[src/sv/hsv_to_rgb_converter_assert.svh]
// Assertion macros for the HSV to RGB converter.
// Needs clk and rst_n in the scope where a macro is used.
`ifndef HSV_TO_RGB_CONVERTER_ASSERT_SVH
`define HSV_TO_RGB_CONVERTER_ASSERT_SVH

// same-cycle implication, checked outside reset
`define HSVRGB_CHECK(lbl, ante, cons) \
  lbl: assert property (@(posedge clk) disable iff (!rst_n) (ante) |-> (cons)) \
    else $error("hsv_to_rgb_converter: check failed");

// next-cycle implication, checked outside reset
`define HSVRGB_CHECK_NEXT(lbl, ante, cons) \
  lbl: assert property (@(posedge clk) disable iff (!rst_n) (ante) |=> (cons)) \
    else $error("hsv_to_rgb_converter: check failed");

`endif

[src/sv/hsvrgb_pkg.sv]
// Shared types and constants of the HSV to RGB converter.
// No dependencies.
package hsvrgb_pkg;

  localparam int unsigned NUM_STAGES = 6;

  localparam int unsigned HUE_W  = 15;
  localparam int unsigned CHAN_W = 8;
  localparam int unsigned REM_W  = 12;
  localparam int unsigned SEC_W  = 3;
  localparam int unsigned PROD_W = 20;   // s*rem and the scaled numerator terms
  localparam int unsigned NUM_W  = 28;   // v*(D - s*frac)
  localparam int unsigned PN_W   = 16;   // v*(255-s)

  localparam logic [HUE_W-1:0]  HUE_TURN   = 15'd23040;
  localparam logic [HUE_W-1:0]  HUE_SECTOR = 15'd3840;
  localparam logic [CHAN_W-1:0] FULL_SCALE = 8'd255;
  localparam logic [PROD_W-1:0] SECTOR_DEN = 20'd979200;   // 255 * 3840

  // floor(x/255) for x < 2^16: (x * PRECIP) >> PSHIFT
  localparam int unsigned       PSHIFT   = 24;
  localparam longint unsigned   PRECIP_L = ((64'd1 << PSHIFT) + 64'd254) / 64'd255;
  localparam int unsigned       PRECIP_W = 17;
  localparam logic [PRECIP_W-1:0] PRECIP = PRECIP_L[PRECIP_W-1:0];

  // D = 3825 * 256; floor(n/D) = floor((n >> 8) / 3825), the latter by reciprocal
  localparam int unsigned       QPRE     = 8;
  localparam int unsigned       QSHIFT   = 32;
  localparam longint unsigned   QRECIP_L = ((64'd1 << QSHIFT) + 64'd3824) / 64'd3825;
  localparam int unsigned       QRECIP_W = 21;
  localparam logic [QRECIP_W-1:0] QRECIP = QRECIP_L[QRECIP_W-1:0];

  localparam logic [SEC_W-1:0] SEC_RED_YEL = 3'd0;
  localparam logic [SEC_W-1:0] SEC_YEL_GRN = 3'd1;
  localparam logic [SEC_W-1:0] SEC_GRN_CYN = 3'd2;
  localparam logic [SEC_W-1:0] SEC_CYN_BLU = 3'd3;
  localparam logic [SEC_W-1:0] SEC_BLU_MAG = 3'd4;
  localparam logic [SEC_W-1:0] SEC_MAG_RED = 3'd5;

  typedef struct packed {
    logic [NUM_STAGES-1:0] load;
    logic [NUM_STAGES-1:0] valid;
  } pipe_ctl_t;

  function automatic logic [SEC_W-1:0] hue_sector(input logic [HUE_W-1:0] h);
    logic [SEC_W-1:0] sec;
    sec = '0;
    for (int k = 1; k < 6; k++) begin
      if (h >= HUE_W'(k * 3840)) sec = SEC_W'(k);
    end
    return sec;
  endfunction

  function automatic logic [HUE_W-1:0] sector_base(input logic [SEC_W-1:0] sec);
    logic [HUE_W-1:0] base;
    case (sec)
      SEC_RED_YEL: base = 15'd0;
      SEC_YEL_GRN: base = 15'd3840;
      SEC_GRN_CYN: base = 15'd7680;
      SEC_CYN_BLU: base = 15'd11520;
      SEC_BLU_MAG: base = 15'd15360;
      SEC_MAG_RED: base = 15'd19200;
      default:     base = 15'd0;
    endcase
    return base;
  endfunction

endpackage

[src/sv/hsvrgb_pipe_ctl.sv]
// Valid bits and per-stage load enables of the converter pipeline.
// Depends on hsvrgb_pkg. Bubbles collapse; a stall holds each full stage with no empty stage after it.
module hsvrgb_pipe_ctl
  import hsvrgb_pkg::*;
(
  input  logic      clk,
  input  logic      rst_n,
  input  logic      in_valid,
  input  logic      out_ready,
  output logic      in_ready,
  output pipe_ctl_t ctl
);

  logic [NUM_STAGES-1:0] valid_r;
  logic [NUM_STAGES-1:0] valid_nxt;
  logic [NUM_STAGES-1:0] adv;

  always_comb begin
    adv[NUM_STAGES-1] = !valid_r[NUM_STAGES-1] || out_ready;
    for (int i = NUM_STAGES - 2; i >= 0; i--) begin
      adv[i] = !valid_r[i] || adv[i+1];
    end
    valid_nxt = valid_r;
    for (int i = 0; i < NUM_STAGES; i++) begin
      if (adv[i]) begin
        valid_nxt[i] = (i == 0) ? in_valid : valid_r[(i == 0) ? 0 : i - 1];
      end
    end
  end

  always_ff @(posedge clk) begin
    if (!rst_n) begin
      valid_r <= '0;
    end else begin
      valid_r <= valid_nxt;
    end
  end

  assign in_ready  = adv[0];
  assign ctl.load  = adv;
  assign ctl.valid = valid_r;

endmodule

[src/sv/hsv_to_rgb_converter.sv]
// HSV to RGB converter, top level: six-stage arithmetic pipeline.
// Depends on hsvrgb_pkg, hsvrgb_pipe_ctl and hsv_to_rgb_converter_assert.svh.
//
// Usage:
//   in_* carries one pixel request per handshake (hue in 1/64 degree,
//   saturation and value with 255 as full scale). out_* returns one
//   request with the 8-bit red, green and blue channels, in order.
//   Hue values of 23040 and above map to 0; zero saturation yields gray.
// Timing:
//   One pixel is accepted every clock unless a stall has filled every
//   stage; the rate is set by the six register stages
//   (wrap and sector split, three products, subtract, value products,
//   reciprocal divide, channel select), each taking a new pixel per cycle.
// Reset:
//   rst_n low clears every valid bit; no request is pending afterwards.
// Stall:
//   When out_tready is low the output holds; earlier stages keep filling
//   empty slots, and in_tready drops only once all six stages are full.
//   Nothing is lost or repeated.
module hsv_to_rgb_converter
  import hsvrgb_pkg::*;
(
  input  logic        clk,
  input  logic        rst_n,
  input  logic        in_tvalid,
  output logic        in_tready,
  input  logic [31:0] in_tdata,   // hue[14:0], saturation[22:15], brightness[30:23], 0
  output logic        out_tvalid,
  input  logic        out_tready,
  output logic [23:0] out_tdata   // red[7:0], green[15:8], blue[23:16]
);

  pipe_ctl_t ctl;

  hsvrgb_pipe_ctl u_ctl (
    .clk      (clk),
    .rst_n    (rst_n),
    .in_valid (in_tvalid),
    .out_ready(out_tready),
    .in_ready (in_tready),
    .ctl      (ctl)
  );

  // stage 1: hue wrap, sector and remainder
  logic [HUE_W-1:0]  hue_in;
  logic [HUE_W-1:0]  hue_wrap;
  logic [SEC_W-1:0]  sec1_r,  sec1_nxt;
  logic [REM_W-1:0]  rem1_r,  rem1_nxt;
  logic [CHAN_W-1:0] s1_r, v1_r;
  logic [HUE_W-1:0]  rem_full;

  assign hue_in   = in_tdata[14:0];
  assign hue_wrap = (hue_in >= HUE_TURN) ? '0 : hue_in;
  assign sec1_nxt = hue_sector(hue_wrap);
  assign rem_full = hue_wrap - sector_base(sec1_nxt);
  assign rem1_nxt = rem_full[REM_W-1:0];

  always_ff @(posedge clk) begin
    if (ctl.load[0]) begin
      sec1_r <= sec1_nxt;
      rem1_r <= rem1_nxt;
      s1_r   <= in_tdata[22:15];
      v1_r   <= in_tdata[30:23];
    end
  end

  // stage 2: s*rem, s*(3840-rem), v*(255-s)
  logic [PROD_W-1:0] prq2_r, prq2_nxt;
  logic [PROD_W-1:0] prt2_r, prt2_nxt;
  logic [PN_W-1:0]   pn2_r,  pn2_nxt;
  logic [REM_W:0]    rem_c;
  logic [SEC_W-1:0]  sec2_r;
  logic [CHAN_W-1:0] s2_r, v2_r;

  assign rem_c    = HUE_SECTOR[REM_W:0] - {1'b0, rem1_r};
  assign prq2_nxt = PROD_W'(s1_r) * PROD_W'(rem1_r);
  assign prt2_nxt = PROD_W'(s1_r) * PROD_W'(rem_c);
  assign pn2_nxt  = PN_W'(v1_r) * PN_W'(FULL_SCALE - s1_r);

  always_ff @(posedge clk) begin
    if (ctl.load[1]) begin
      prq2_r <= prq2_nxt;
      prt2_r <= prt2_nxt;
      pn2_r  <= pn2_nxt;
      sec2_r <= sec1_r;
      s2_r   <= s1_r;
      v2_r   <= v1_r;
    end
  end

  // stage 3: D - products, p by reciprocal of 255
  logic [PROD_W-1:0]          aq3_r, aq3_nxt;
  logic [PROD_W-1:0]          at3_r, at3_nxt;
  logic [PN_W+PRECIP_W-1:0]   pprod;
  logic [CHAN_W-1:0]          p3_r, p3_nxt;
  logic [SEC_W-1:0]           sec3_r;
  logic [CHAN_W-1:0]          s3_r, v3_r;

  assign aq3_nxt = SECTOR_DEN - prq2_r;
  assign at3_nxt = SECTOR_DEN - prt2_r;
  assign pprod   = (PN_W+PRECIP_W)'(pn2_r) * (PN_W+PRECIP_W)'(PRECIP);
  assign p3_nxt  = pprod[PSHIFT +: CHAN_W];

  always_ff @(posedge clk) begin
    if (ctl.load[2]) begin
      aq3_r  <= aq3_nxt;
      at3_r  <= at3_nxt;
      p3_r   <= p3_nxt;
      sec3_r <= sec2_r;
      s3_r   <= s2_r;
      v3_r   <= v2_r;
    end
  end

  // stage 4: v * (D - s*frac)
  logic [NUM_W-1:0]  nq4_r, nq4_nxt;
  logic [NUM_W-1:0]  nt4_r, nt4_nxt;
  logic [CHAN_W-1:0] p4_r;
  logic [SEC_W-1:0]  sec4_r;
  logic [CHAN_W-1:0] s4_r, v4_r;

  assign nq4_nxt = NUM_W'(v3_r) * NUM_W'(aq3_r);
  assign nt4_nxt = NUM_W'(v3_r) * NUM_W'(at3_r);

  always_ff @(posedge clk) begin
    if (ctl.load[3]) begin
      nq4_r  <= nq4_nxt;
      nt4_r  <= nt4_nxt;
      p4_r   <= p3_r;
      sec4_r <= sec3_r;
      s4_r   <= s3_r;
      v4_r   <= v3_r;
    end
  end

  // stage 5: divide by D
  localparam int unsigned XW = NUM_W - QPRE;
  logic [XW+QRECIP_W-1:0] qprod, tprod;
  logic [CHAN_W-1:0]      q5_r, q5_nxt;
  logic [CHAN_W-1:0]      t5_r, t5_nxt;
  logic [CHAN_W-1:0]      p5_r;
  logic [SEC_W-1:0]       sec5_r;
  logic [CHAN_W-1:0]      s5_r, v5_r;

  assign qprod  = (XW+QRECIP_W)'(nq4_r[NUM_W-1:QPRE]) * (XW+QRECIP_W)'(QRECIP);
  assign tprod  = (XW+QRECIP_W)'(nt4_r[NUM_W-1:QPRE]) * (XW+QRECIP_W)'(QRECIP);
  assign q5_nxt = qprod[QSHIFT +: CHAN_W];
  assign t5_nxt = tprod[QSHIFT +: CHAN_W];

  always_ff @(posedge clk) begin
    if (ctl.load[4]) begin
      q5_r   <= q5_nxt;
      t5_r   <= t5_nxt;
      p5_r   <= p4_r;
      sec5_r <= sec4_r;
      s5_r   <= s4_r;
      v5_r   <= v4_r;
    end
  end

  // stage 6: channel select, output register
  logic [CHAN_W-1:0] red_r, red_nxt;
  logic [CHAN_W-1:0] grn_r, grn_nxt;
  logic [CHAN_W-1:0] blu_r, blu_nxt;

  always_comb begin
    case (sec5_r)
      SEC_RED_YEL: begin red_nxt = v5_r; grn_nxt = t5_r; blu_nxt = p5_r; end
      SEC_YEL_GRN: begin red_nxt = q5_r; grn_nxt = v5_r; blu_nxt = p5_r; end
      SEC_GRN_CYN: begin red_nxt = p5_r; grn_nxt = v5_r; blu_nxt = t5_r; end
      SEC_CYN_BLU: begin red_nxt = p5_r; grn_nxt = q5_r; blu_nxt = v5_r; end
      SEC_BLU_MAG: begin red_nxt = t5_r; grn_nxt = p5_r; blu_nxt = v5_r; end
      SEC_MAG_RED: begin red_nxt = v5_r; grn_nxt = p5_r; blu_nxt = q5_r; end
      default:     begin red_nxt = v5_r; grn_nxt = v5_r; blu_nxt = v5_r; end
    endcase
    if (s5_r == '0) begin
      red_nxt = v5_r;
      grn_nxt = v5_r;
      blu_nxt = v5_r;
    end
  end

  always_ff @(posedge clk) begin
    if (ctl.load[5]) begin
      red_r <= red_nxt;
      grn_r <= grn_nxt;
      blu_r <= blu_nxt;
    end
  end

  assign out_tvalid = ctl.valid[NUM_STAGES-1];
  assign out_tdata  = {blu_r, grn_r, red_r};

`include "hsv_to_rgb_converter_assert.svh"

  `HSVRGB_CHECK(a_ready_chain, out_tready, in_tready)
  `HSVRGB_CHECK(a_gray_p, ctl.valid[2] && s3_r == '0, p3_r == v3_r)
  `HSVRGB_CHECK(a_q_bound, ctl.valid[4], q5_r <= v5_r && t5_r <= v5_r && p5_r <= v5_r)
  `HSVRGB_CHECK_NEXT(a_stall_hold, out_tvalid && !out_tready,
                     out_tvalid && out_tdata == $past(out_tdata))

endmodule
[config.mk]
export PLATFORM = sky130hd
export DESIGN_NAME = hsv_to_rgb_converter
export DESIGN_NICKNAME = d
export VERILOG_FILES = /design/src/sv/hsvrgb_pkg.sv /design/src/sv/hsvrgb_pipe_ctl.sv /design/src/sv/hsv_to_rgb_converter.sv
export VERILOG_INCLUDE_DIRS = /design/src /design/src/sv
export SDC_FILE = /design/constraint.sdc
export NUM_CORES = 2
export LEC_CHECK = 0
export ABC_AREA = 1
export BUFFER_PORTS_ARGS = -buffer_cell sky130_fd_sc_hd__buf_2
export CELL_PAD_IN_SITES_DETAIL_PLACEMENT = 0
export CELL_PAD_IN_SITES_GLOBAL_PLACEMENT = 1
export CORE_MARGIN = 3
export CORE_UTILIZATION = 46
export CTS_BUF_LIST = sky130_fd_sc_hd__clkbuf_16
export CTS_CLUSTER_SIZE = 40
export DETAILED_ROUTE_END_ITERATION = 10
export PLACE_DENSITY_LB_ADDON = 0.1
export SLEW_MARGIN = 10
export SYNTH_ARGS = -nofsm -noshare
export SYNTH_HDL_FRONTEND = slang
export SYNTH_SLANG_ARGS = --single-unit
export TNS_END_PERCENT = 10
[constraint.sdc]
create_clock -name clk -period 8.05 [get_ports clk]
set_input_delay 2.0125 -clock clk [delete_from_list [all_inputs] [get_ports clk]]
set_output_delay 2.0125 -clock clk [all_outputs]
set_load 0.02 [all_outputs]
==> impl_metrics.json <==
{
  "status": "complete, no violations",
  "crit_path_top_delay_cell": "nand2_1",
  "synth.most_common_cell": "inv_1",
  "grt_use_total_pct": 20.6,
  "holdCritStartpoint": "s4_r[5]",
  "avgSynthCellArea_um2": 8.51,
  "cp-end-kind": "output pin",
  "seqCellArea_um2": 9280,
  "yosys_register_bits": 311,
  "synth_area_um2": 42600,
  "wl_um": 95200,
  "grt_max_degree": 75,
  "worstPathArrival_ps": 3740,
  "fin_crit_ps": 5750,
  "r2r_end": "prt2_r[15]",
  "start_kind": "input pin",
  "finalCritPeriodShare_pct": 71.4,
  "slew_viol_final": 0,
  "hold_viol_final": 0,
  "ant_nets": 0,
  "routabilityCongestion": 0.862,
  "worstRegToRegCells": 17,
  "final_area_um2": 45400,
  "relSlewSlack_pct": 28.3,
  "die_w_um": 310,
  "cts_buffer_depth": 3,
  "fp.dieH_um": 310,
  "setup_tns_ps": 0,
  "dr.pass1.iters": 6,
  "drt_iter0_markers": 1460,
  "r2r_start": "s1_r[2]",
  "hp-class": "reg2reg",
  "cts_setup_buffers": 0,
  "antenna_found_initial": 1,
  "pre_cts_ws_ps": 2230,
  "async_reset_ff_share_pct": 0,
  "syn-instance-count": 5007,
  "r2r_slack_ps": 2560,
  "synthTopCellsByArea": "fa_1 (24%), edfxtp_1 (21%), ha_1 (18%)",
  "syn_nets": 6157,
  "core_um2": 91000,
  "first_global_vias": 31000,
  "yosysSeqAreaShare_pct": 21.8,
  "root_buffer": "clkbuf_16",
  "multiInputGateArea_um2": 27800,
  "tightest_slew_ps": 1080,
  "synth_edf_count": 305,
  "grt_pass1_wl_um": 160000,
  "syn_to_final_growth_pct": 6.49,
  "nets": 6166,
  "yosysTopAreaCellShare_pct": 24.1,
  "setup_viol": 0,
  "skew_ps": 33.8,
  "h-tree-depth": 2,
  "via_per_inst": 4.84,
  "synthFlopType": "edfxtp_1",
  "drc": 0,
  "cts_tree": "yes",
  "maxCapViolations": 0,
  "hpwl_um": 79200,
  "timing_worst_setup_path_type": "in2out",
  "cp.required_ps": 6040,
  "initial_utilization_pct": 46.8,
  "post_drt_wl_per_cell_um": 15.2,
  "cp_common_cell": "nor2_1",
  "critPathMaxStageDelay_ps": 280,
  "dpl_cell_area_um2": 44100,
  "hold_buffers": 0,
  "holdPathEnd": "s5_r[5]",
  "numCtsBuffers": 37,
  "grt.overflow.total": 0,
  "routed-via-count": 30400,
  "drive_above_1_share_pct": 3.55,
  "fp-row-count": 110,
  "critical_path.max_fanout": 26,
  "rsz0062_at_grt": "false",
  "synth_cell_types": 56,
  "io_pins": 62,
  "max_freq_ghz": 0.174,
  "path_cells": "buf_2 -> nor2_1 -> inv_1 -> buf_4 -> nor2_1 -> inv_2 -> nor2_1 -> nand2_2 -> nor2_1 -> nand2_1 -> buf_2",
  "worst_slack_ps": 2300,
  "dieArea_um2": 96300,
  "clock-sinks": 311,
  "holdPathStages": 0,
  "yosys_warnings": 0,
  "nFillCells": 8891,
  "post-synth-top-area-cell": "fa_1",
  "synthTopCellsByCount": "inv_1 (1,339), nand2_1 (985), ha_1 (601), fa_1 (513), nor2_1 (339)",
  "cts_resized": 0,
  "clkTransAtPathRegs_ps": 60,
  "io_buffers": 60,
  "worstSkewPairLatency_ps": 600
}
registers in the layout, summed over array words and instances, names as in the netlist, 12 cells and up:
signal  count
nq4_r      20
rem1_r     12
at3_r      19
nt4_r      20
aq3_r      20
pn2_r      16
prq2_r     20
prt2_r     19
cell type report:
class                      count  area share, %
clock inverter                25          0.767
multi-input combinational   3241           61.2
inverter                    1345           11.1
clock buffer                  37           2.04
timing repair buffer          80          0.993
tap                         1232           3.40
sequential                   311           20.5
antenna                        1        0.00552
cells in the final DEF (no fill, tap or decap), types with 60 or more instances in the layout:
master	instances
buf_2	60
nand3_1	104
o21ai_0	108
edfxtp_1	305
ha_1	601
nand2_1	984
inv_1	1339
nor2_1	339
xor2_1	93
a21oi_1	199
fa_1	513
through the flow:
step / cells / hold slack, ps / util (%)
global placement: 6209 / 400 / 48.5
floorplan: 5007 / 400 / -
detailed placement: 6209 / 405 / 48.5
finish: 6272 / 415 / 49.9
global route: 6271 / 422 / 49.9
CTS: 6271 / 418 / 49.9
worst max-delay path, delay by kind of cell:
family / cells / cell delay, ps
buffers and inverters: 5 / 660
AND/OR/NAND/NOR: 6 / 1030
cells by family after synthesis:
family                     Yosys count  share of synthesized area, %
xor gates and xnor gates           127                          2.63
adders and majority gates         1114                          41.8
and+or+nand+nor                   1555                          14.8
AOI/OAI and AO/OA                  445                          6.01
DFF                                311                          21.8
buffers and inverters             1455                          13.0
routing by layer:
| metal | wire length, um | share of wire [%] | vias up | GRT usage, % |
|---|---|---|---|---|
| li1 | - | - | 15400 | - |
| met1 | 47300 | 50 | 14500 | 30.1 |
| met2 | 43000 | 45 | 394 | 33.6 |
| met3 | 3170 | 3.3 | 82 | 1.92 |
| met4 | 1690 | 1.8 | 0 | 4.15 |
| met5 | 0 | 0 | - | 0 |
worst max-delay path by stage:
| stage | start | end | slack, ps | cells past startpoint |
|---|---|---|---|---|
| 6_report | out_tready | in_tready | 2300 | 11 |
| 5_1_grt | out_tready | in_tready | 2050 | 11 |
| 4_1_cts | out_tready | in_tready | 2220 | 11 |
| 3_5_place_dp | out_tready | in_tready | 2230 | 11 |
| 3_3_place_gp | out_tready | in_tready | 2240 | 11 |
| 2_1_floorplan | out_tready | in_tready | 380 | 8 |
Power is left out: the tool's default activity adds up to more than one toggle a clock period on the data nets, which glitch-free logic cannot reach.
